===== config.mk =====
export PLATFORM = sky130hd
export DESIGN_NAME = script_token_lexer_top_flat
export DESIGN_NICKNAME = d
export VERILOG_FILES = /design/src/design/stl_pkg.sv /design/src/design/stl_src_if.sv /design/src/design/stl_tok_if.sv /design/src/design/stl_scan.sv /design/src/design/stl_out.sv /design/src/design/script_token_lexer_top.sv /design/src/flat_wrapper.sv
export SDC_FILE = /design/constraint.sdc
export NUM_CORES = 1
export LEC_CHECK = 0
export BUFFER_PORTS_ARGS = -buffer_cell sky130_fd_sc_hd__buf_4
export CORE_MARGIN = 2
export CORE_UTILIZATION = 30
export CTS_BUF_LIST = sky130_fd_sc_hd__clkbuf_4 sky130_fd_sc_hd__clkbuf_8
export DETAILED_ROUTE_END_ITERATION = 10
export HOLD_SLACK_MARGIN = 0.03
export PLACE_DENSITY = 0.44
export SLEW_MARGIN = 20
export SYNTH_ARGS = -nofsm -noshare
export SYNTH_HDL_FRONTEND = slang
export SYNTH_HIERARCHICAL = 1
export SYNTH_SLANG_ARGS = --single-unit

===== constraint.sdc =====
create_clock -name clk -period 19.47 [get_ports clk]
set_input_delay 1.947 -clock clk [delete_from_list [all_inputs] [get_ports clk]]
set_output_delay 1.947 -clock clk [all_outputs]
set_load 0.005 [all_outputs]

===== src/design/stl_pkg.sv =====
// Shared types, token codes and keyword table for the script token lexer.
package stl_pkg;

  localparam int TYPE_W   = 6;
  localparam int OFF_W    = 24;
  localparam int LINE_W   = 20;
  localparam int SAT_W    = 32;

  // Token codes.
  localparam logic [TYPE_W-1:0] T_LPAREN  = 6'd0;
  localparam logic [TYPE_W-1:0] T_RPAREN  = 6'd1;
  localparam logic [TYPE_W-1:0] T_LBRACE  = 6'd2;
  localparam logic [TYPE_W-1:0] T_RBRACE  = 6'd3;
  localparam logic [TYPE_W-1:0] T_COMMA   = 6'd4;
  localparam logic [TYPE_W-1:0] T_DOT     = 6'd5;
  localparam logic [TYPE_W-1:0] T_MINUS   = 6'd6;
  localparam logic [TYPE_W-1:0] T_PLUS    = 6'd7;
  localparam logic [TYPE_W-1:0] T_SEMI    = 6'd8;
  localparam logic [TYPE_W-1:0] T_SLASH   = 6'd9;
  localparam logic [TYPE_W-1:0] T_STAR    = 6'd10;
  localparam logic [TYPE_W-1:0] T_QUEST   = 6'd11;
  localparam logic [TYPE_W-1:0] T_COLON   = 6'd12;
  localparam logic [TYPE_W-1:0] T_BANG    = 6'd13;
  localparam logic [TYPE_W-1:0] T_EQUAL   = 6'd15;
  localparam logic [TYPE_W-1:0] T_GREATER = 6'd17;
  localparam logic [TYPE_W-1:0] T_LESS    = 6'd19;
  localparam logic [TYPE_W-1:0] T_IDENT   = 6'd21;
  localparam logic [TYPE_W-1:0] T_STRING  = 6'd22;
  localparam logic [TYPE_W-1:0] T_NUMBER  = 6'd23;
  localparam logic [TYPE_W-1:0] T_EOF     = 6'd40;
  localparam logic [TYPE_W-1:0] T_BADCHAR = 6'd41;
  localparam logic [TYPE_W-1:0] T_BADSTR  = 6'd42;
  localparam logic [TYPE_W-1:0] T_BADCMT  = 6'd43;

  // Character codes.
  localparam logic [7:0] C_LPAREN = 8'h28;
  localparam logic [7:0] C_RPAREN = 8'h29;
  localparam logic [7:0] C_LBRACE = 8'h7B;
  localparam logic [7:0] C_RBRACE = 8'h7D;
  localparam logic [7:0] C_COMMA  = 8'h2C;
  localparam logic [7:0] C_DOT    = 8'h2E;
  localparam logic [7:0] C_MINUS  = 8'h2D;
  localparam logic [7:0] C_PLUS   = 8'h2B;
  localparam logic [7:0] C_SEMI   = 8'h3B;
  localparam logic [7:0] C_STAR   = 8'h2A;
  localparam logic [7:0] C_QUEST  = 8'h3F;
  localparam logic [7:0] C_COLON  = 8'h3A;
  localparam logic [7:0] C_BANG   = 8'h21;
  localparam logic [7:0] C_EQUAL  = 8'h3D;
  localparam logic [7:0] C_GT     = 8'h3E;
  localparam logic [7:0] C_LT     = 8'h3C;
  localparam logic [7:0] C_SLASH  = 8'h2F;
  localparam logic [7:0] C_QUOTE  = 8'h22;
  localparam logic [7:0] C_SPACE  = 8'h20;
  localparam logic [7:0] C_CR     = 8'h0D;
  localparam logic [7:0] C_TAB    = 8'h09;
  localparam logic [7:0] C_NL     = 8'h0A;

  localparam int KW_N = 17;

  typedef struct packed {
    logic [TYPE_W-1:0] token_type;
    logic [OFF_W-1:0]  start_offset;
    logic [OFF_W-1:0]  lexeme_length;
    logic [LINE_W-1:0] line_number;
    logic              last;
  } tok_t;

  // All the tokens caused by one input word.
  typedef struct packed {
    logic [1:0]   n;
    tok_t [2:0]   tok;
  } grp_t;

  localparam logic [47:0] KW_TXT [KW_N] = '{
    48'("and"), 48'("class"), 48'("else"), 48'("false"), 48'("for"),
    48'("fun"), 48'("if"), 48'("nil"), 48'("or"), 48'("print"),
    48'("return"), 48'("super"), 48'("this"), 48'("true"), 48'("var"),
    48'("while"), 48'("break")};
  localparam logic [2:0] KW_LEN [KW_N] = '{
    3'd3, 3'd5, 3'd4, 3'd5, 3'd3, 3'd3, 3'd2, 3'd3, 3'd2, 3'd5,
    3'd6, 3'd5, 3'd4, 3'd4, 3'd3, 3'd5, 3'd5};
  localparam logic [TYPE_W-1:0] KW_CODE [KW_N] = '{
    6'd24, 6'd25, 6'd26, 6'd27, 6'd28, 6'd29, 6'd30, 6'd31, 6'd32,
    6'd33, 6'd34, 6'd35, 6'd36, 6'd37, 6'd38, 6'd39, 6'd44};

  function automatic logic is_digit(input logic [7:0] c);
    return c >= 8'h30 && c <= 8'h39;
  endfunction

  function automatic logic is_alpha(input logic [7:0] c);
    return (c >= 8'h61 && c <= 8'h7A) || (c >= 8'h41 && c <= 8'h5A) || c == 8'h5F;
  endfunction

  // Keyword compare; the buffer holds the first character in its low byte,
  // the table text holds it in the highest used byte.
  function automatic logic [TYPE_W-1:0] kw_code(input logic [47:0] wbuf,
                                                 input logic [2:0] wlen);
    logic [TYPE_W-1:0] code;
    logic              same;
    code = T_IDENT;
    for (int k = KW_N - 1; k >= 0; k--) begin
      same = (wlen == KW_LEN[k]);
      for (int i = 0; i < 6; i++) begin
        if (i < int'(KW_LEN[k]) &&
            wbuf[8*i +: 8] != KW_TXT[k][8*(int'(KW_LEN[k]) - 1 - i) +: 8]) begin
          same = 1'b0;
        end
      end
      if (same) begin
        code = KW_CODE[k];
      end
    end
    return code;
  endfunction

endpackage


===== src/design/stl_src_if.sv =====
// Source channel: one source byte or the end marker per word.
interface stl_src_if;
  logic       valid;
  logic       ready;
  logic       kind;
  logic [7:0] source_byte;

  modport source (output valid, kind, source_byte, input ready);
  modport sink (input valid, kind, source_byte, output ready);
endinterface


===== src/design/stl_tok_if.sv =====
// Token channel: one token per word.
interface stl_tok_if;
  logic        valid;
  logic        ready;
  logic [5:0]  token_type;
  logic [23:0] start_offset;
  logic [23:0] lexeme_length;
  logic [19:0] line_number;
  logic        last;

  modport source (output valid, token_type, start_offset, lexeme_length, line_number,
                  last, input ready);
  modport sink (input valid, token_type, start_offset, lexeme_length, line_number,
                last, output ready);
endinterface


===== src/design/stl_scan.sv =====
// Scanner state and the per-byte transition that builds up to three tokens.
module stl_scan #(
  parameter int OFFSET_BITS       = 24,
  parameter int LINE_BITS         = 20,
  parameter int MAX_COMMENT_DEPTH = 15
) (
  input  logic          clk,
  input  logic          rst,
  stl_src_if.sink       src,
  output logic          grp_valid,
  output stl_pkg::grp_t grp,
  input  logic          grp_ready
);
  import stl_pkg::*;

  localparam int DEPTH_W = $clog2(MAX_COMMENT_DEPTH + 1);
  localparam logic [OFFSET_BITS-1:0] OFF_MAX  = {OFFSET_BITS{1'b1}};
  localparam logic [LINE_BITS-1:0]   LINE_MAX = {LINE_BITS{1'b1}};
  localparam logic [SAT_W-1:0] OFF_FMAX  = SAT_W'({OFF_W{1'b1}});
  localparam logic [SAT_W-1:0] LINE_FMAX = SAT_W'({LINE_W{1'b1}});

  typedef enum logic [3:0] {
    M_IDLE, M_BANG, M_EQ, M_GT, M_LT, M_SLASH, M_LINECMT, M_BLK, M_BLK_SLASH,
    M_BLK_STAR, M_STR, M_INT, M_DOT, M_FRAC, M_WORD
  } mode_t;

  mode_t                    mode, mode_next;
  logic [OFFSET_BITS-1:0]   pos, pos_next;
  logic [OFFSET_BITS-1:0]   tstart, tstart_next;
  logic [LINE_BITS-1:0]     line, line_next;
  logic [47:0]              wbuf, wbuf_next;
  logic [2:0]               wlen, wlen_next;
  logic [DEPTH_W-1:0]       depth, depth_next;

  logic                     accept;
  logic [7:0]               c;
  logic [OFFSET_BITS-1:0]   nxt, dpos;
  logic [1:0]               n;
  tok_t [2:0]               toks;
  logic                     fresh;
  logic [LINE_W-1:0]        line_sat;

  function automatic logic [OFF_W-1:0] sat_off(input logic [OFFSET_BITS-1:0] v);
    logic [SAT_W-1:0] e;
    e = SAT_W'(v);
    return (e > OFF_FMAX) ? {OFF_W{1'b1}} : e[OFF_W-1:0];
  endfunction

  function automatic tok_t mk(input logic [TYPE_W-1:0] t,
                              input logic [OFFSET_BITS-1:0] s,
                              input logic [OFFSET_BITS-1:0] l,
                              input logic [LINE_W-1:0] ln, input logic lst);
    tok_t r;
    r.token_type    = t;
    r.start_offset  = sat_off(s);
    r.lexeme_length = sat_off(l);
    r.line_number   = ln;
    r.last          = lst;
    return r;
  endfunction

  function automatic logic [TYPE_W-1:0] op_single(input mode_t m);
    logic [TYPE_W-1:0] t;
    case (m)
      M_BANG:  t = T_BANG;
      M_EQ:    t = T_EQUAL;
      M_GT:    t = T_GREATER;
      default: t = T_LESS;
    endcase
    return t;
  endfunction

  assign accept    = src.valid && src.ready;
  assign src.ready = grp_ready;
  assign c         = src.source_byte;
  assign nxt       = (pos == OFF_MAX) ? pos : pos + 1'b1;
  assign dpos      = (pos > tstart) ? pos - 1'b1 : pos;
  assign line_sat  = (SAT_W'(line) > LINE_FMAX) ? {LINE_W{1'b1}} : LINE_W'(line);

  // Per-word transition: every token of one word carries the line count it
  // found on entry.
  always_comb begin
    mode_next   = mode;
    pos_next    = nxt;
    tstart_next = tstart;
    line_next   = line;
    wbuf_next   = wbuf;
    wlen_next   = wlen;
    depth_next  = depth;
    n           = 2'd0;
    toks        = '0;
    fresh       = 1'b0;

    if (src.kind) begin
      // End marker flushes any pending token, then closes with EOF.
      case (mode)
        M_BANG, M_EQ, M_GT, M_LT: begin
          toks[n] = mk(op_single(mode), tstart, pos - tstart, line_sat, 1'b0);
          n = n + 1'b1;
        end
        M_SLASH: begin
          toks[n] = mk(T_SLASH, tstart, pos - tstart, line_sat, 1'b0);
          n = n + 1'b1;
        end
        M_BLK, M_BLK_SLASH, M_BLK_STAR: begin
          toks[n] = mk(T_BADCMT, tstart, pos - tstart, line_sat, 1'b0);
          n = n + 1'b1;
        end
        M_STR: begin
          toks[n] = mk(T_BADSTR, tstart, pos - tstart, line_sat, 1'b0);
          n = n + 1'b1;
        end
        M_INT, M_FRAC: begin
          toks[n] = mk(T_NUMBER, tstart, pos - tstart, line_sat, 1'b0);
          n = n + 1'b1;
        end
        M_DOT: begin
          toks[n] = mk(T_NUMBER, tstart, dpos - tstart, line_sat, 1'b0);
          n = n + 1'b1;
          toks[n] = mk(T_DOT, dpos, OFFSET_BITS'(1), line_sat, 1'b0);
          n = n + 1'b1;
        end
        M_WORD: begin
          toks[n] = mk(kw_code(wbuf, wlen), tstart, pos - tstart, line_sat, 1'b0);
          n = n + 1'b1;
        end
        default: ;
      endcase
      toks[n] = mk(T_EOF, pos, '0, line_sat, 1'b1);
      n = n + 1'b1;
      mode_next   = M_IDLE;
      pos_next    = '0;
      tstart_next = '0;
      line_next   = LINE_BITS'(1);
      wbuf_next   = '0;
      wlen_next   = '0;
      depth_next  = '0;
    end else begin
      case (mode)
        M_BANG, M_EQ, M_GT, M_LT: begin
          mode_next = M_IDLE;
          if (c == C_EQUAL) begin
            toks[n] = mk(op_single(mode) + 1'b1, tstart, nxt - tstart, line_sat, 1'b0);
            n = n + 1'b1;
          end else begin
            toks[n] = mk(op_single(mode), tstart, pos - tstart, line_sat, 1'b0);
            n = n + 1'b1;
            fresh = 1'b1;
          end
        end
        M_SLASH: begin
          if (c == C_SLASH) begin
            mode_next = M_LINECMT;
          end else if (c == C_STAR) begin
            mode_next  = M_BLK;
            depth_next = DEPTH_W'(1);
          end else begin
            mode_next = M_IDLE;
            toks[n] = mk(T_SLASH, tstart, pos - tstart, line_sat, 1'b0);
            n = n + 1'b1;
            fresh = 1'b1;
          end
        end
        M_LINECMT: begin
          if (c == C_NL) begin
            mode_next = M_IDLE;
            if (line != LINE_MAX) line_next = line + 1'b1;
          end
        end
        M_BLK, M_BLK_SLASH, M_BLK_STAR: begin
          if (mode == M_BLK_SLASH && c == C_STAR) begin
            // Nested opening.
            if (depth < DEPTH_W'(MAX_COMMENT_DEPTH)) depth_next = depth + 1'b1;
            mode_next = M_BLK;
          end else if (mode == M_BLK_STAR && c == C_SLASH) begin
            // Closing pair ends one level.
            depth_next = (depth != '0) ? depth - 1'b1 : depth;
            mode_next  = (depth_next == '0) ? M_IDLE : M_BLK;
          end else if (c == C_NL) begin
            if (line != LINE_MAX) line_next = line + 1'b1;
            mode_next = M_BLK;
          end else if (c == C_SLASH) begin
            mode_next = M_BLK_SLASH;
          end else if (c == C_STAR) begin
            mode_next = M_BLK_STAR;
          end else begin
            mode_next = M_BLK;
          end
        end
        M_STR: begin
          if (c == C_QUOTE) begin
            toks[n] = mk(T_STRING, tstart, nxt - tstart, line_sat, 1'b0);
            n = n + 1'b1;
            mode_next = M_IDLE;
          end else if (c == C_NL) begin
            if (line != LINE_MAX) line_next = line + 1'b1;
          end
        end
        M_INT, M_FRAC: begin
          if (mode == M_INT && c == C_DOT) begin
            mode_next = M_DOT;
          end else if (!is_digit(c)) begin
            toks[n] = mk(T_NUMBER, tstart, pos - tstart, line_sat, 1'b0);
            n = n + 1'b1;
            mode_next = M_IDLE;
            fresh = 1'b1;
          end
        end
        M_DOT: begin
          if (is_digit(c)) begin
            mode_next = M_FRAC;
          end else begin
            toks[n] = mk(T_NUMBER, tstart, dpos - tstart, line_sat, 1'b0);
            n = n + 1'b1;
            toks[n] = mk(T_DOT, dpos, OFFSET_BITS'(1), line_sat, 1'b0);
            n = n + 1'b1;
            mode_next = M_IDLE;
            fresh = 1'b1;
          end
        end
        M_WORD: begin
          if (is_digit(c) || is_alpha(c)) begin
            if (wlen < 3'd6) begin
              wbuf_next[8*wlen +: 8] = c;
              wlen_next = wlen + 1'b1;
            end else begin
              wlen_next = 3'd7;
            end
          end else begin
            toks[n] = mk(kw_code(wbuf, wlen), tstart, pos - tstart, line_sat, 1'b0);
            n = n + 1'b1;
            mode_next = M_IDLE;
            fresh = 1'b1;
          end
        end
        default: begin
          mode_next = M_IDLE;
          fresh = 1'b1;
        end
      endcase

      // The byte opens a new lexeme.
      if (fresh) begin
        tstart_next = pos;
        case (c)
          C_LPAREN: begin toks[n] = mk(T_LPAREN, pos, OFFSET_BITS'(1), line_sat, 1'b0);
                          n = n + 1'b1; end
          C_RPAREN: begin toks[n] = mk(T_RPAREN, pos, OFFSET_BITS'(1), line_sat, 1'b0);
                          n = n + 1'b1; end
          C_LBRACE: begin toks[n] = mk(T_LBRACE, pos, OFFSET_BITS'(1), line_sat, 1'b0);
                          n = n + 1'b1; end
          C_RBRACE: begin toks[n] = mk(T_RBRACE, pos, OFFSET_BITS'(1), line_sat, 1'b0);
                          n = n + 1'b1; end
          C_COMMA:  begin toks[n] = mk(T_COMMA, pos, OFFSET_BITS'(1), line_sat, 1'b0);
                          n = n + 1'b1; end
          C_DOT:    begin toks[n] = mk(T_DOT, pos, OFFSET_BITS'(1), line_sat, 1'b0);
                          n = n + 1'b1; end
          C_MINUS:  begin toks[n] = mk(T_MINUS, pos, OFFSET_BITS'(1), line_sat, 1'b0);
                          n = n + 1'b1; end
          C_PLUS:   begin toks[n] = mk(T_PLUS, pos, OFFSET_BITS'(1), line_sat, 1'b0);
                          n = n + 1'b1; end
          C_SEMI:   begin toks[n] = mk(T_SEMI, pos, OFFSET_BITS'(1), line_sat, 1'b0);
                          n = n + 1'b1; end
          C_STAR:   begin toks[n] = mk(T_STAR, pos, OFFSET_BITS'(1), line_sat, 1'b0);
                          n = n + 1'b1; end
          C_QUEST:  begin toks[n] = mk(T_QUEST, pos, OFFSET_BITS'(1), line_sat, 1'b0);
                          n = n + 1'b1; end
          C_COLON:  begin toks[n] = mk(T_COLON, pos, OFFSET_BITS'(1), line_sat, 1'b0);
                          n = n + 1'b1; end
          C_BANG:   mode_next = M_BANG;
          C_EQUAL:  mode_next = M_EQ;
          C_GT:     mode_next = M_GT;
          C_LT:     mode_next = M_LT;
          C_SLASH:  mode_next = M_SLASH;
          C_QUOTE:  mode_next = M_STR;
          C_SPACE, C_CR, C_TAB: ;
          C_NL: begin
            if (line != LINE_MAX) line_next = line + 1'b1;
          end
          default: begin
            if (is_digit(c)) begin
              mode_next = M_INT;
            end else if (is_alpha(c)) begin
              mode_next = M_WORD;
              wbuf_next = {40'd0, c};
              wlen_next = 3'd1;
            end else begin
              toks[n] = mk(T_BADCHAR, pos, OFFSET_BITS'(1), line_sat, 1'b0);
              n = n + 1'b1;
            end
          end
        endcase
      end
    end
  end

  assign grp_valid = accept && (n != 2'd0);
  assign grp.n     = n;
  assign grp.tok   = toks;

  // Scanner state advances on every accepted word.
  always_ff @(posedge clk) begin
    if (rst) begin
      mode   <= M_IDLE;
      pos    <= '0;
      tstart <= '0;
      line   <= LINE_BITS'(1);
      wbuf   <= '0;
      wlen   <= '0;
      depth  <= '0;
    end else if (accept) begin
      mode   <= mode_next;
      pos    <= pos_next;
      tstart <= tstart_next;
      line   <= line_next;
      wbuf   <= wbuf_next;
      wlen   <= wlen_next;
      depth  <= depth_next;
    end
  end

  // An end marker always leaves the scanner at the start of a new stream.
  a_eof_resets: assert property (@(posedge clk) disable iff (rst)
    accept && src.kind |=> mode == M_IDLE && pos == '0 && line == LINE_BITS'(1))
    else $error("scanner not reset after end marker");

  // The lexeme start never runs ahead of the byte position.
  a_start_le_pos: assert property (@(posedge clk) disable iff (rst) tstart <= pos)
    else $error("token start past byte position");

  // Inside a block comment the depth is never zero.
  a_depth_nz: assert property (@(posedge clk) disable iff (rst)
    (mode == M_BLK || mode == M_BLK_SLASH || mode == M_BLK_STAR) |-> depth != '0)
    else $error("block comment with zero depth");

endmodule


===== src/design/stl_out.sv =====
// Two-entry queue of token groups, drained one token per word.
module stl_out (
  input  logic          clk,
  input  logic          rst,
  input  logic          grp_valid,
  input  stl_pkg::grp_t grp,
  output logic          grp_ready,
  stl_tok_if.source     tok
);
  import stl_pkg::*;

  grp_t       q [2];
  logic       wr_ptr, rd_ptr;
  logic [1:0] cnt;
  logic [1:0] sub;
  logic       push, pop, take;
  tok_t       cur;

  assign grp_ready = (cnt != 2'd2);
  assign push      = grp_valid && grp_ready;
  assign take      = tok.valid && tok.ready;
  assign pop       = take && (sub == q[rd_ptr].n - 1'b1);
  assign cur       = q[rd_ptr].tok[sub];

  assign tok.valid         = (cnt != 2'd0);
  assign tok.token_type    = cur.token_type;
  assign tok.start_offset  = cur.start_offset;
  assign tok.lexeme_length = cur.lexeme_length;
  assign tok.line_number   = cur.line_number;
  assign tok.last          = cur.last;

  // Group storage.
  always_ff @(posedge clk) begin
    if (push) begin
      q[wr_ptr] <= grp;
    end
  end

  // Pointers, fill count and position inside the head group.
  always_ff @(posedge clk) begin
    if (rst) begin
      wr_ptr <= 1'b0;
      rd_ptr <= 1'b0;
      cnt    <= 2'd0;
      sub    <= 2'd0;
    end else begin
      if (push) wr_ptr <= ~wr_ptr;
      if (pop) begin
        rd_ptr <= ~rd_ptr;
        sub    <= 2'd0;
      end else if (take) begin
        sub <= sub + 1'b1;
      end
      cnt <= cnt + {1'b0, push} - {1'b0, pop};
    end
  end

  a_cnt_range: assert property (@(posedge clk) disable iff (rst) cnt <= 2'd2)
    else $error("group queue over capacity");

  a_sub_range: assert property (@(posedge clk) disable iff (rst)
    tok.valid |-> sub < q[rd_ptr].n)
    else $error("token index past group size");

  a_push_nonempty: assert property (@(posedge clk) disable iff (rst)
    push |-> grp.n != 2'd0)
    else $error("empty group queued");

endmodule


===== src/design/script_token_lexer_top.sv =====
// Top level of the streaming script token lexer.
//
//  channel  direction  word contents
//  src      in         kind, source_byte (one byte or the end marker)
//  tok      out        token_type, start_offset, lexeme_length, line_number, last
//
// One source word is taken per cycle while the group queue has room; the scanner state
// updates in the same cycle and the word's tokens (zero to three) enter a two-group queue.
// Tokens leave one per cycle while tok is ready, so a word's tokens leave in order, one by one.
// Synchronous active-high reset puts the scanner at offset 0, line 1.
// src stalls only when the group queue is full; tok backpressure holds the head token.
module script_token_lexer_top #(
  parameter int OFFSET_BITS       = 24,
  parameter int LINE_BITS         = 20,
  parameter int MAX_COMMENT_DEPTH = 15
) (
  input logic       clk,
  input logic       rst,
  stl_src_if.sink   src,
  stl_tok_if.source tok
);
  import stl_pkg::*;

  logic grp_valid;
  logic grp_ready;
  grp_t grp;

  // Per-byte scanner.
  stl_scan #(
    .OFFSET_BITS      (OFFSET_BITS),
    .LINE_BITS        (LINE_BITS),
    .MAX_COMMENT_DEPTH(MAX_COMMENT_DEPTH)
  ) u_scan (
    .clk      (clk),
    .rst      (rst),
    .src      (src),
    .grp_valid(grp_valid),
    .grp      (grp),
    .grp_ready(grp_ready)
  );

  // Token queue and serializer.
  stl_out u_out (
    .clk      (clk),
    .rst      (rst),
    .grp_valid(grp_valid),
    .grp      (grp),
    .grp_ready(grp_ready),
    .tok      (tok)
  );

endmodule


===== src/flat_wrapper.sv =====
// flat-port wrapper written by rule: the top's interface ports become plain ports
module script_token_lexer_top_flat import stl_pkg::*;
#(
  parameter int OFFSET_BITS       = 24,
  parameter int LINE_BITS         = 20,
  parameter int MAX_COMMENT_DEPTH = 15
)
  (clk, rst, src_valid, src_kind, src_source_byte, src_ready, tok_valid, tok_token_type, tok_start_offset, tok_lexeme_length, tok_line_number, tok_last, tok_ready);
  stl_src_if src_i ();
  stl_tok_if tok_i ();
  input logic clk;
  input logic rst;
  input wire logic [$bits(src_i.valid)-1:0] src_valid;
  input wire logic [$bits(src_i.kind)-1:0] src_kind;
  input wire logic [$bits(src_i.source_byte)-1:0] src_source_byte;
  output wire logic [$bits(src_i.ready)-1:0] src_ready;
  output wire logic [$bits(tok_i.valid)-1:0] tok_valid;
  output wire logic [$bits(tok_i.token_type)-1:0] tok_token_type;
  output wire logic [$bits(tok_i.start_offset)-1:0] tok_start_offset;
  output wire logic [$bits(tok_i.lexeme_length)-1:0] tok_lexeme_length;
  output wire logic [$bits(tok_i.line_number)-1:0] tok_line_number;
  output wire logic [$bits(tok_i.last)-1:0] tok_last;
  input wire logic [$bits(tok_i.ready)-1:0] tok_ready;
  assign src_i.valid = src_valid;
  assign src_i.kind = src_kind;
  assign src_i.source_byte = src_source_byte;
  assign src_ready = src_i.ready;
  assign tok_valid = tok_i.valid;
  assign tok_token_type = tok_i.token_type;
  assign tok_start_offset = tok_i.start_offset;
  assign tok_lexeme_length = tok_i.lexeme_length;
  assign tok_line_number = tok_i.line_number;
  assign tok_last = tok_i.last;
  assign tok_i.ready = tok_ready;
  script_token_lexer_top #(.OFFSET_BITS(OFFSET_BITS), .LINE_BITS(LINE_BITS), .MAX_COMMENT_DEPTH(MAX_COMMENT_DEPTH)) u_core (.clk(clk), .rst(rst), .src(src_i), .tok(tok_i));
endmodule

======== After elaboration in Yosys (flattened, before gate mapping) ========
Memory sizes are Yosys's and may differ from the RTL's. A register that Yosys moved wholly into a read port is not among the register bits.
Cells that the tools add are included.
storage, ports and cells
  bits in registers ....................... 133
  bits in writable memories ............... 454
  input bits .............................. 13
  output and inout port bits .............. 77
  memories ................................ 1
cells by class
  $add $sub $neg .......................... 17
  order comparisons ....................... 14
  eq/ne operators ......................... 97
  shift operators ......................... 2
  muxes and demuxes ....................... 317
  bitwise logic cells ..................... 2
  reduce and logical (&&, ||, !) cells .... 34
memory list
  memory          words  bits a word  rd ports  clocked after Yosys merged registers in  wr ports  line           source
  u_core.u_out.q  2      227          1         1                                        1         stl_out.sv:12  grp_t q [2];
operator list
  cell                                                                   count
  225-bit bitwise mux                                                    14
  225-bit case mux with 13 select lines                                  1
  225-bit two-way mux                                                    4
  75-bit two-way mux                                                     10
  75-bit case mux with 7 select lines                                    1
  75-bit case mux with 6 select lines                                    1
  48-bit two-way mux                                                     8
  8-bit by 7-bit != test with 1-bit output, second input constant        47
  75-bit demux with 2-bit select                                         2
  6-bit two-way mux                                                      37
  74-bit two-way mux                                                     3
  20-bit two-way mux                                                     9
  1-bit two-way mux                                                      167
  75-bit binary-select mux with 2-bit select                             1
  147-bit two-way mux                                                    1
  73-bit two-way mux                                                     2
  8-bit by 6-bit equality test with 1-bit output, second input constant  17
  24-bit two-way mux                                                     5
  4-bit two-way mux                                                      22
  72-bit two-way mux                                                     1
  24-bit subtractor                                                      3
  20-bit case mux with 3 select lines                                    1
  4-bit case mux with 7 select lines                                     2
  48-bit bitwise mux                                                     1
  other kinds (61)                                                       123

======== Longest topological paths before layout ========
  word-level depth ........................ 35
  mapped depth ............................ 23

======== Modules after synthesis ========
The synthesis kept the hierarchy.
modules (own cells, without submodules)
  module    times used  cells each  area each (µm²)
  stl_out   1           839         17438.0
  stl_scan  1           2195        15334.7

======== Worst setup path after synthesis ========
Ideal clock, no wire load.
  kind .................................... input port to flip-flop
  start point ............................. in src_source_byte[3]
  end point ............................... mem u_core/u_out/q[0][0] (netlist name), enable pin
  arrival ................................. 13.604 ns
  required time ........................... 18.652 ns
  path slack .............................. 5.048 ns
  cell stages on the path ................. 14
  path through ............................ clkbuf_1 -> o21ai_1 -> and2_1 -> clkbuf_1 -> or4_4 -> and3_1 -> buf_4 -> nand2_2 -> nand2_1 -> xnor2_1 -> o21bai_1 -> a21oi_1 -> nand2_1 -> nor2_1
between the ends
  cells in the longest elaborated chain, start to end .. 19
  elaborated cells on any way between the ends .. 66
ends and longest elaborated chain
  element                                                                                                                             line                          source
  start: declaration                                                                                                                  flat_wrapper.sv:15            input wire logic [$bits(src_i.source_byte)-1:0] src_source_byte;
  8-bit by 7-bit >= comparator with 1-bit output / 8-bit by 7-bit less-or-equal comparator with 1-bit output (equally long branches)  stl_pkg.sv:92                 return (c >= 8'h61 && c <= 8'h7A) || (c >= 8'h41 && c <= 8'h5A) || c == 8'h5F;
  1-bit logical AND                                                                                                                   stl_pkg.sv:92
  1-bit logical OR (2 in a row)                                                                                                       stl_pkg.sv:92
  1-bit logical OR                                                                                                                    stl_scan.sv:222               if (is_digit(c) || is_alpha(c)) begin
  1-bit two-way mux                                                                                                                   stl_scan.sv:222
  2-bit case mux with 6 select lines                                                                                                  stl_scan.sv:139               case (mode)
  2-bit two-way mux                                                                                                                   stl_scan.sv:94                if (src.kind) begin
  2-bit by 1-bit adder with 2-bit output                                                                                              --
  (+3 left out)                                                                                                                       --
  2-bit two-way mux *                                                                                                                 stl_scan.sv:243               if (fresh) begin
  2-bit two-way mux *                                                                                                                 stl_scan.sv:94
  2-bit nonzero test *                                                                                                                stl_scan.sv:297               assign grp_valid = accept && (n != 2'd0);
  1-bit logical AND *                                                                                                                 stl_scan.sv:297
  net u_core.grp_valid                                                                                                                script_token_lexer_top.sv:24  logic grp_valid;
  1-bit logical AND *                                                                                                                 stl_out.sv:20                 assign push = grp_valid && grp_ready;
  1-bit two-way mux *                                                                                                                 stl_out.sv:34                 if (push) begin
  1-bit two-way mux (not written as such) *                                                                                           stl_out.sv:35                 q[wr_ptr] <= grp;
  end: declaration                                                                                                                    stl_out.sv:12
Mark *: on every way through the listed nets, which the timed path passes. The rest lies on a longest branch. The select of a mux whose other input is x is not followed.

======== Final worst setup path ========
  start point ............................. in src_source_byte[4]
  end point ............................... mem u_core/u_out/q[1][181] (netlist name), enable pin
The elaborated chain is that of the path after synthesis.

==> out/summary.txt <==
WORST SETUP PATH
------------------------------------------------------------------------------------------
Count of buffering cells on the critical path with inverters included                    4
Capture point of the worst reg-to-reg path                                    u_core/u_out/q[1][181]$_DFFE_PP_
Worst EP required                                                                 19.80 ns
Peak fanout along the critical path                                                     67
Cell breakdown of the critical path                                           buf_4 -> and4bb_4 -> nand2_2 -> nand2_1 -> clkinv_1 -> nor3_2 -> nand2_2 -> nand2_1 -> xnor2_1 -> o21bai_1 -> a21oi_1 -> and3_4 -> buf_4 -> buf_4
Cell depth of the worst setup path                                                      14
Worst-case reg-to-reg path depth                                                        15
Critical Path Start                                                           src_source_byte[4]
Critical path startpoint category                                               input port
Signal arrival time at the worst endpoint                                          8.37 ns
Capturing element of the worst setup path                                     u_core/u_out/q[1][181]$_DFFE_PP_
Reg-to-reg critical path startpoint                                           u_core/u_scan/mode[0]$_SDFFE_PP0P_
Top Family by Delay on Critical Path                                          simple AND/OR/NAND/NOR gates
Critical path's slowest cell                                                  sky130_fd_sc_hd__buf_4
Delay of the slowest cell on the worst path                                        0.84 ns
Category of the most critical setup path                                         in -> reg
Worst setup EP type                                                                   flop
R2R Setup Slk                                                                     11.59 ns
Most common cell type on the critical path                                    sky130_fd_sc_hd__buf_4

ROUTE
------------------------------------------------------------------------------------------
Number of optimization iterations in the first detailed-route pass                       5
Initial DRC count                                                                    2,341
Remaining antenna violation count                                                        0
Avg Vias per Cell                                                                     5.46
Total Wirelength                                                                    110 mm
Via count                                                                           25,056
Routed len/inst                                                                    24.0 um
Post-route DRC violation count                                                           0

LAYOUT
------------------------------------------------------------------------------------------
Most common cell after layout, fill and taps aside                            sky130_fd_sc_hd__edfxtp_1
Total non-filler cell area in the finished layout                              36,900 um^2
Highest-count cells in the layout ignoring fill and taps                      sky130_fd_sc_hd__edfxtp_1, sky130_fd_sc_hd__nor2_1, sky130_fd_sc_hd__a21oi_1
Final cell count without fillers                                                     4,586
Area grow syn2layout                                                                 12.6%
Total number of nets in the final design                                             3,190
Fraction of final layout cells with drive strength greater than 1                    14.2%

CLOCK TREE
------------------------------------------------------------------------------------------
Buffer count from post-CTS setup fixing                                                  0
Maximum level of the CTS H-tree                                                          3
Number of buffers created by CTS                                                       102
Insertion delay of the later-clocked pin in the worst-skew pair                    0.76 ns
Clock edge transition at the registers on the reported setup and hold paths        0.05 ns
Resized Gates After CTS                                                                  0
Number of sinks on the clock net                                                       588
Deepest clock path buffer count                                                          3
TritonCTS clock tree                                                                  done
Clock root buffer                                                             sky130_fd_sc_hd__clkbuf_8
Post-cts hold buffer count                                                               0

DIE
------------------------------------------------------------------------------------------
Initial standard-cell utilization of the core                                        30.2%
Top-level I/O count                                                                     90
Area of the core                                                              109,000 um^2
Standard-cell rows                                                                     121
Die area                                                                      112,000 um^2
Die extent in x                                                                     335 um
Vert. Die Dim                                                                       335 um

YOSYS
------------------------------------------------------------------------------------------
Share of synthesized area occupied by flip-flops and latches                         49.8%
Number of distinct standard cells referenced by the synthesized netlist                104
Number of enable-type register cells in the synthesized netlist                        454
Warnings, synthesis                                                                      6
Flop and latch count out of synthesis                                                  588
Average size of a mapped cell                                                    10.8 um^2
Async set-reset flop share out of synthesis                                             0%
Most used flip-flop cell after synthesis                                      sky130_fd_sc_hd__edfxtp_1
Synthesized instance count                                                           3,034
Netlist area before placement                                                  32,800 um^2

TIMING
------------------------------------------------------------------------------------------
Setup tns final                                                                       0 ns
Post-route clock skew                                                            0.0533 ns
Highest attainable clock frequency                                                 124 MHz
Least-Margin Pin Slew                                                              1.14 ns
Setup repair after global routing missed its margin                                     no
Final Cycle Share                                                                    41.3%
Final Critical Period                                                              8.04 ns
Final Hold Violating Endpoints                                                           0
Final number of setup-violating endpoints                                                0
Max-slew violation count                                                                 0
Worst slew slack as a fraction of its limit                                          23.8%

OUTCOME
------------------------------------------------------------------------------------------
Result of the run                                                                completed

POWER AND IR DROP
------------------------------------------------------------------------------------------
Switching Share                                                                      32.3%
Power share of the combinational group                                               29.4%
Sequential cell fraction of total power                                              41.4%
Internal Pwr Total                                                                 2.86 mW
Worst vdd ir                                                                   0.0000602 V
Sw Pwr                                                                             1.36 mW
Leakage component of the power                                                     12.7 nW
Final Power                                                                        4.22 mW
Power density over the cells                                                   114 nW/um^2
Relative contribution of the clock network to total power                            29.1%

PLACE
------------------------------------------------------------------------------------------
Total cell area at the placement stage                                         34,600 um^2
Placed cell count                                                                    4,394
Half-perimeter wire length after detailed placement                                76.6 mm
Port buffer count                                                                       89
Final RePlAce weighted congestion                                                    0.924

FLOW RUN
------------------------------------------------------------------------------------------
Max-cap viol count                                                                       0

HOLD PATH
------------------------------------------------------------------------------------------
Class of the tightest hold or removal check                                     reg -> reg

GLOBAL ROUTE
------------------------------------------------------------------------------------------
Wire length of the first global-routing pass                                        162 mm
Aggregate global routing overflow                                                        0
Number of global-route vias before repair                                           24,609
Number of antenna violations at the first check in global routing                        1
Global-route usage over all layers                                                   19.3%
Largest net degree at the start of global routing                                       72

[worst register-to-register path: stages, from the launching register on]
cell	delay, ns
sky130_fd_sc_hd__dfxtp_1	0.31
sky130_fd_sc_hd__buf_4	0.33
sky130_fd_sc_hd__nor2_1	0.19
sky130_fd_sc_hd__nand2_1	0.45
sky130_fd_sc_hd__inv_1	0.54
sky130_fd_sc_hd__nand2_1	0.63
sky130_fd_sc_hd__clkinv_1	0.74
sky130_fd_sc_hd__nor3_2	0.77
sky130_fd_sc_hd__nand2_2	0.32
sky130_fd_sc_hd__nand2_1	0.17
sky130_fd_sc_hd__xnor2_1	0.13
sky130_fd_sc_hd__o21bai_1	0.10
sky130_fd_sc_hd__a21oi_1	0.23
sky130_fd_sc_hd__and3_4	0.77
sky130_fd_sc_hd__buf_4	0.81
sky130_fd_sc_hd__buf_4	0.89
[flip-flops by register name, summed over array words and instances, names as in the netlist, named ones only]
name,cells
u_core/u_out/q,454
u_core/u_scan/mode,4
u_core/u_scan/wbuf,48
u_core/u_scan/line,20
u_core/u_out/cnt,2
u_core/u_scan/depth,4
u_core/u_scan/wlen,3
u_core/u_scan/tstart,24
u_core/u_out/rd_ptr,1
u_core/u_out/wr_ptr,1
u_core/u_scan/pos,24
u_core/u_out/sub,2
[power by group through the flow]
stage / sequential (mW) / clock [mW] / combinational, mW
CTS: 1.75 / 1.27 / 1.26
floorplan: 1.82 / 0 / 0.774
detailed placement: 1.78 / 0 / 1.26
global placement: 1.76 / 0 / 1.25
finish: 1.75 / 1.23 / 1.24
global route: 1.77 / 1.32 / 1.35
[metal layers]
| layer | track usage, % | vias up | part of all wire (%) |
|---|---|---|---|
| li1 | - | 11514 | - |
| met3 | 2.95 | 128 | 5.8 |
| met1 | 27.9 | 12648 | 47 |
| met5 | 0 | - | 0 |
| met2 | 29.6 | 766 | 44 |
| met4 | 5.75 | 0 | 2.3 |
[synth_stat cells (9+ instances only)]
| master | n | area [um^2] |
|---|---|---|
| sky130_fd_sc_hd__buf_4 | 60 | 450 |
| sky130_fd_sc_hd__mux4_2 | 75 | 1690 |
| sky130_fd_sc_hd__edfxtp_1 | 454 | 13600 |
| sky130_fd_sc_hd__a31oi_1 | 32 | 200 |
| sky130_fd_sc_hd__xor2_1 | 44 | 385 |
| sky130_fd_sc_hd__a211oi_1 | 15 | 113 |
| sky130_fd_sc_hd__mux2i_1 | 78 | 781 |
| sky130_fd_sc_hd__nand3_1 | 64 | 320 |
| sky130_fd_sc_hd__nand2b_1 | 27 | 169 |
| sky130_fd_sc_hd__and3_1 | 30 | 188 |
| sky130_fd_sc_hd__nand4b_1 | 10 | 87.6 |
| sky130_fd_sc_hd__and4_1 | 9 | 78.8 |
| sky130_fd_sc_hd__or3_1 | 24 | 150 |
| sky130_fd_sc_hd__a22oi_1 | 132 | 991 |
| sky130_fd_sc_hd__o31ai_1 | 15 | 113 |
| sky130_fd_sc_hd__ha_1 | 90 | 1130 |
| sky130_fd_sc_hd__buf_2 | 20 | 100 |
| sky130_fd_sc_hd__nor2_1 | 251 | 942 |
| sky130_fd_sc_hd__o21ai_1 | 10 | 50.1 |
| sky130_fd_sc_hd__or2_2 | 9 | 56.3 |
| sky130_fd_sc_hd__a22o_1 | 21 | 184 |
| sky130_fd_sc_hd__o22ai_1 | 111 | 694 |
| sky130_fd_sc_hd__nand4_1 | 26 | 163 |
| sky130_fd_sc_hd__o21ai_0 | 135 | 676 |
| sky130_fd_sc_hd__nor3_1 | 56 | 280 |
| sky130_fd_sc_hd__dfxtp_1 | 134 | 2680 |
| sky130_fd_sc_hd__a21o_1 | 26 | 195 |
| sky130_fd_sc_hd__o21a_1 | 18 | 135 |
| sky130_fd_sc_hd__and2_1 | 115 | 719 |
| sky130_fd_sc_hd__nor2b_1 | 38 | 238 |
| sky130_fd_sc_hd__nor4_1 | 25 | 156 |
| sky130_fd_sc_hd__nand2_1 | 145 | 544 |
| sky130_fd_sc_hd__clkbuf_1 | 150 | 563 |
| sky130_fd_sc_hd__a21oi_1 | 149 | 746 |
| sky130_fd_sc_hd__o211ai_1 | 18 | 135 |
| sky130_fd_sc_hd__xnor2_1 | 73 | 639 |
| sky130_fd_sc_hd__inv_1 | 144 | 541 |
[layout make-up]
cell class / instances / area (um^2)
diodes: 3 / 7.51
inverters: 146 / 548
flip-flops and latches: 588 / 16300
well taps: 1414 / 1770
fillers: 10883 / 71700
repair buffers: 139 / 1040
clock inverters: 44 / 442
multi-input cells: 2107 / 14900
clock buffers: 145 / 1810
[worst min path at each step]
stage | endpoint | depth (start not counted) | start
2_1_floorplan | u_core/u_scan/wbuf[31]$_SDFFE_PP0P_ | 1 | u_core/u_scan/wbuf[31]$_SDFFE_PP0P_
3_3_place_gp | u_core/u_scan/wbuf[31]$_SDFFE_PP0P_ | 1 | u_core/u_scan/wbuf[31]$_SDFFE_PP0P_
3_5_place_dp | u_core/u_scan/wbuf[31]$_SDFFE_PP0P_ | 1 | u_core/u_scan/wbuf[31]$_SDFFE_PP0P_
4_1_cts | u_core/u_scan/wbuf[31]$_SDFFE_PP0P_ | 1 | u_core/u_scan/wbuf[31]$_SDFFE_PP0P_
5_1_grt | u_core/u_scan/wbuf[31]$_SDFFE_PP0P_ | 1 | u_core/u_scan/wbuf[31]$_SDFFE_PP0P_
6_report | u_core/u_scan/wbuf[31]$_SDFFE_PP0P_ | 1 | u_core/u_scan/wbuf[31]$_SDFFE_PP0P_
[cell families (layout without fill, tap and decap cells)]
| family | count (synthesis) | after routing | share of synthesized area, % |
|---|---|---|---|
| and+or+nand+nor | 893 | 893 | 14.2 |
| AOI/OAI and AO/OA | 797 | 797 | 16.2 |
| DFF | 588 | 588 | 49.8 |
| buffers and inverters | 386 | 474 | 5.27 |
| muxes | 158 | 158 | 7.72 |
| xor gates and xnor gates | 118 | 118 | 3.18 |
| adders and majority gates | 93 | 93 | 3.62 |
| other | 1 | 51 | 0.0114 |
[metrics by stage]
stage	utilization (%)	hold slack, ns	setup slack, ns
6_report	34.0	0.497	11.43
5_1_grt	34.0	0.524	11.12
3_3_place_gp	31.9	0.477	11.02
4_1_cts	34.0	0.497	11.59
3_5_place_dp	31.9	0.480	10.79
2_1_floorplan	-	0.463	5.05
No activity file was read; power rests on OpenSTA's default activity.
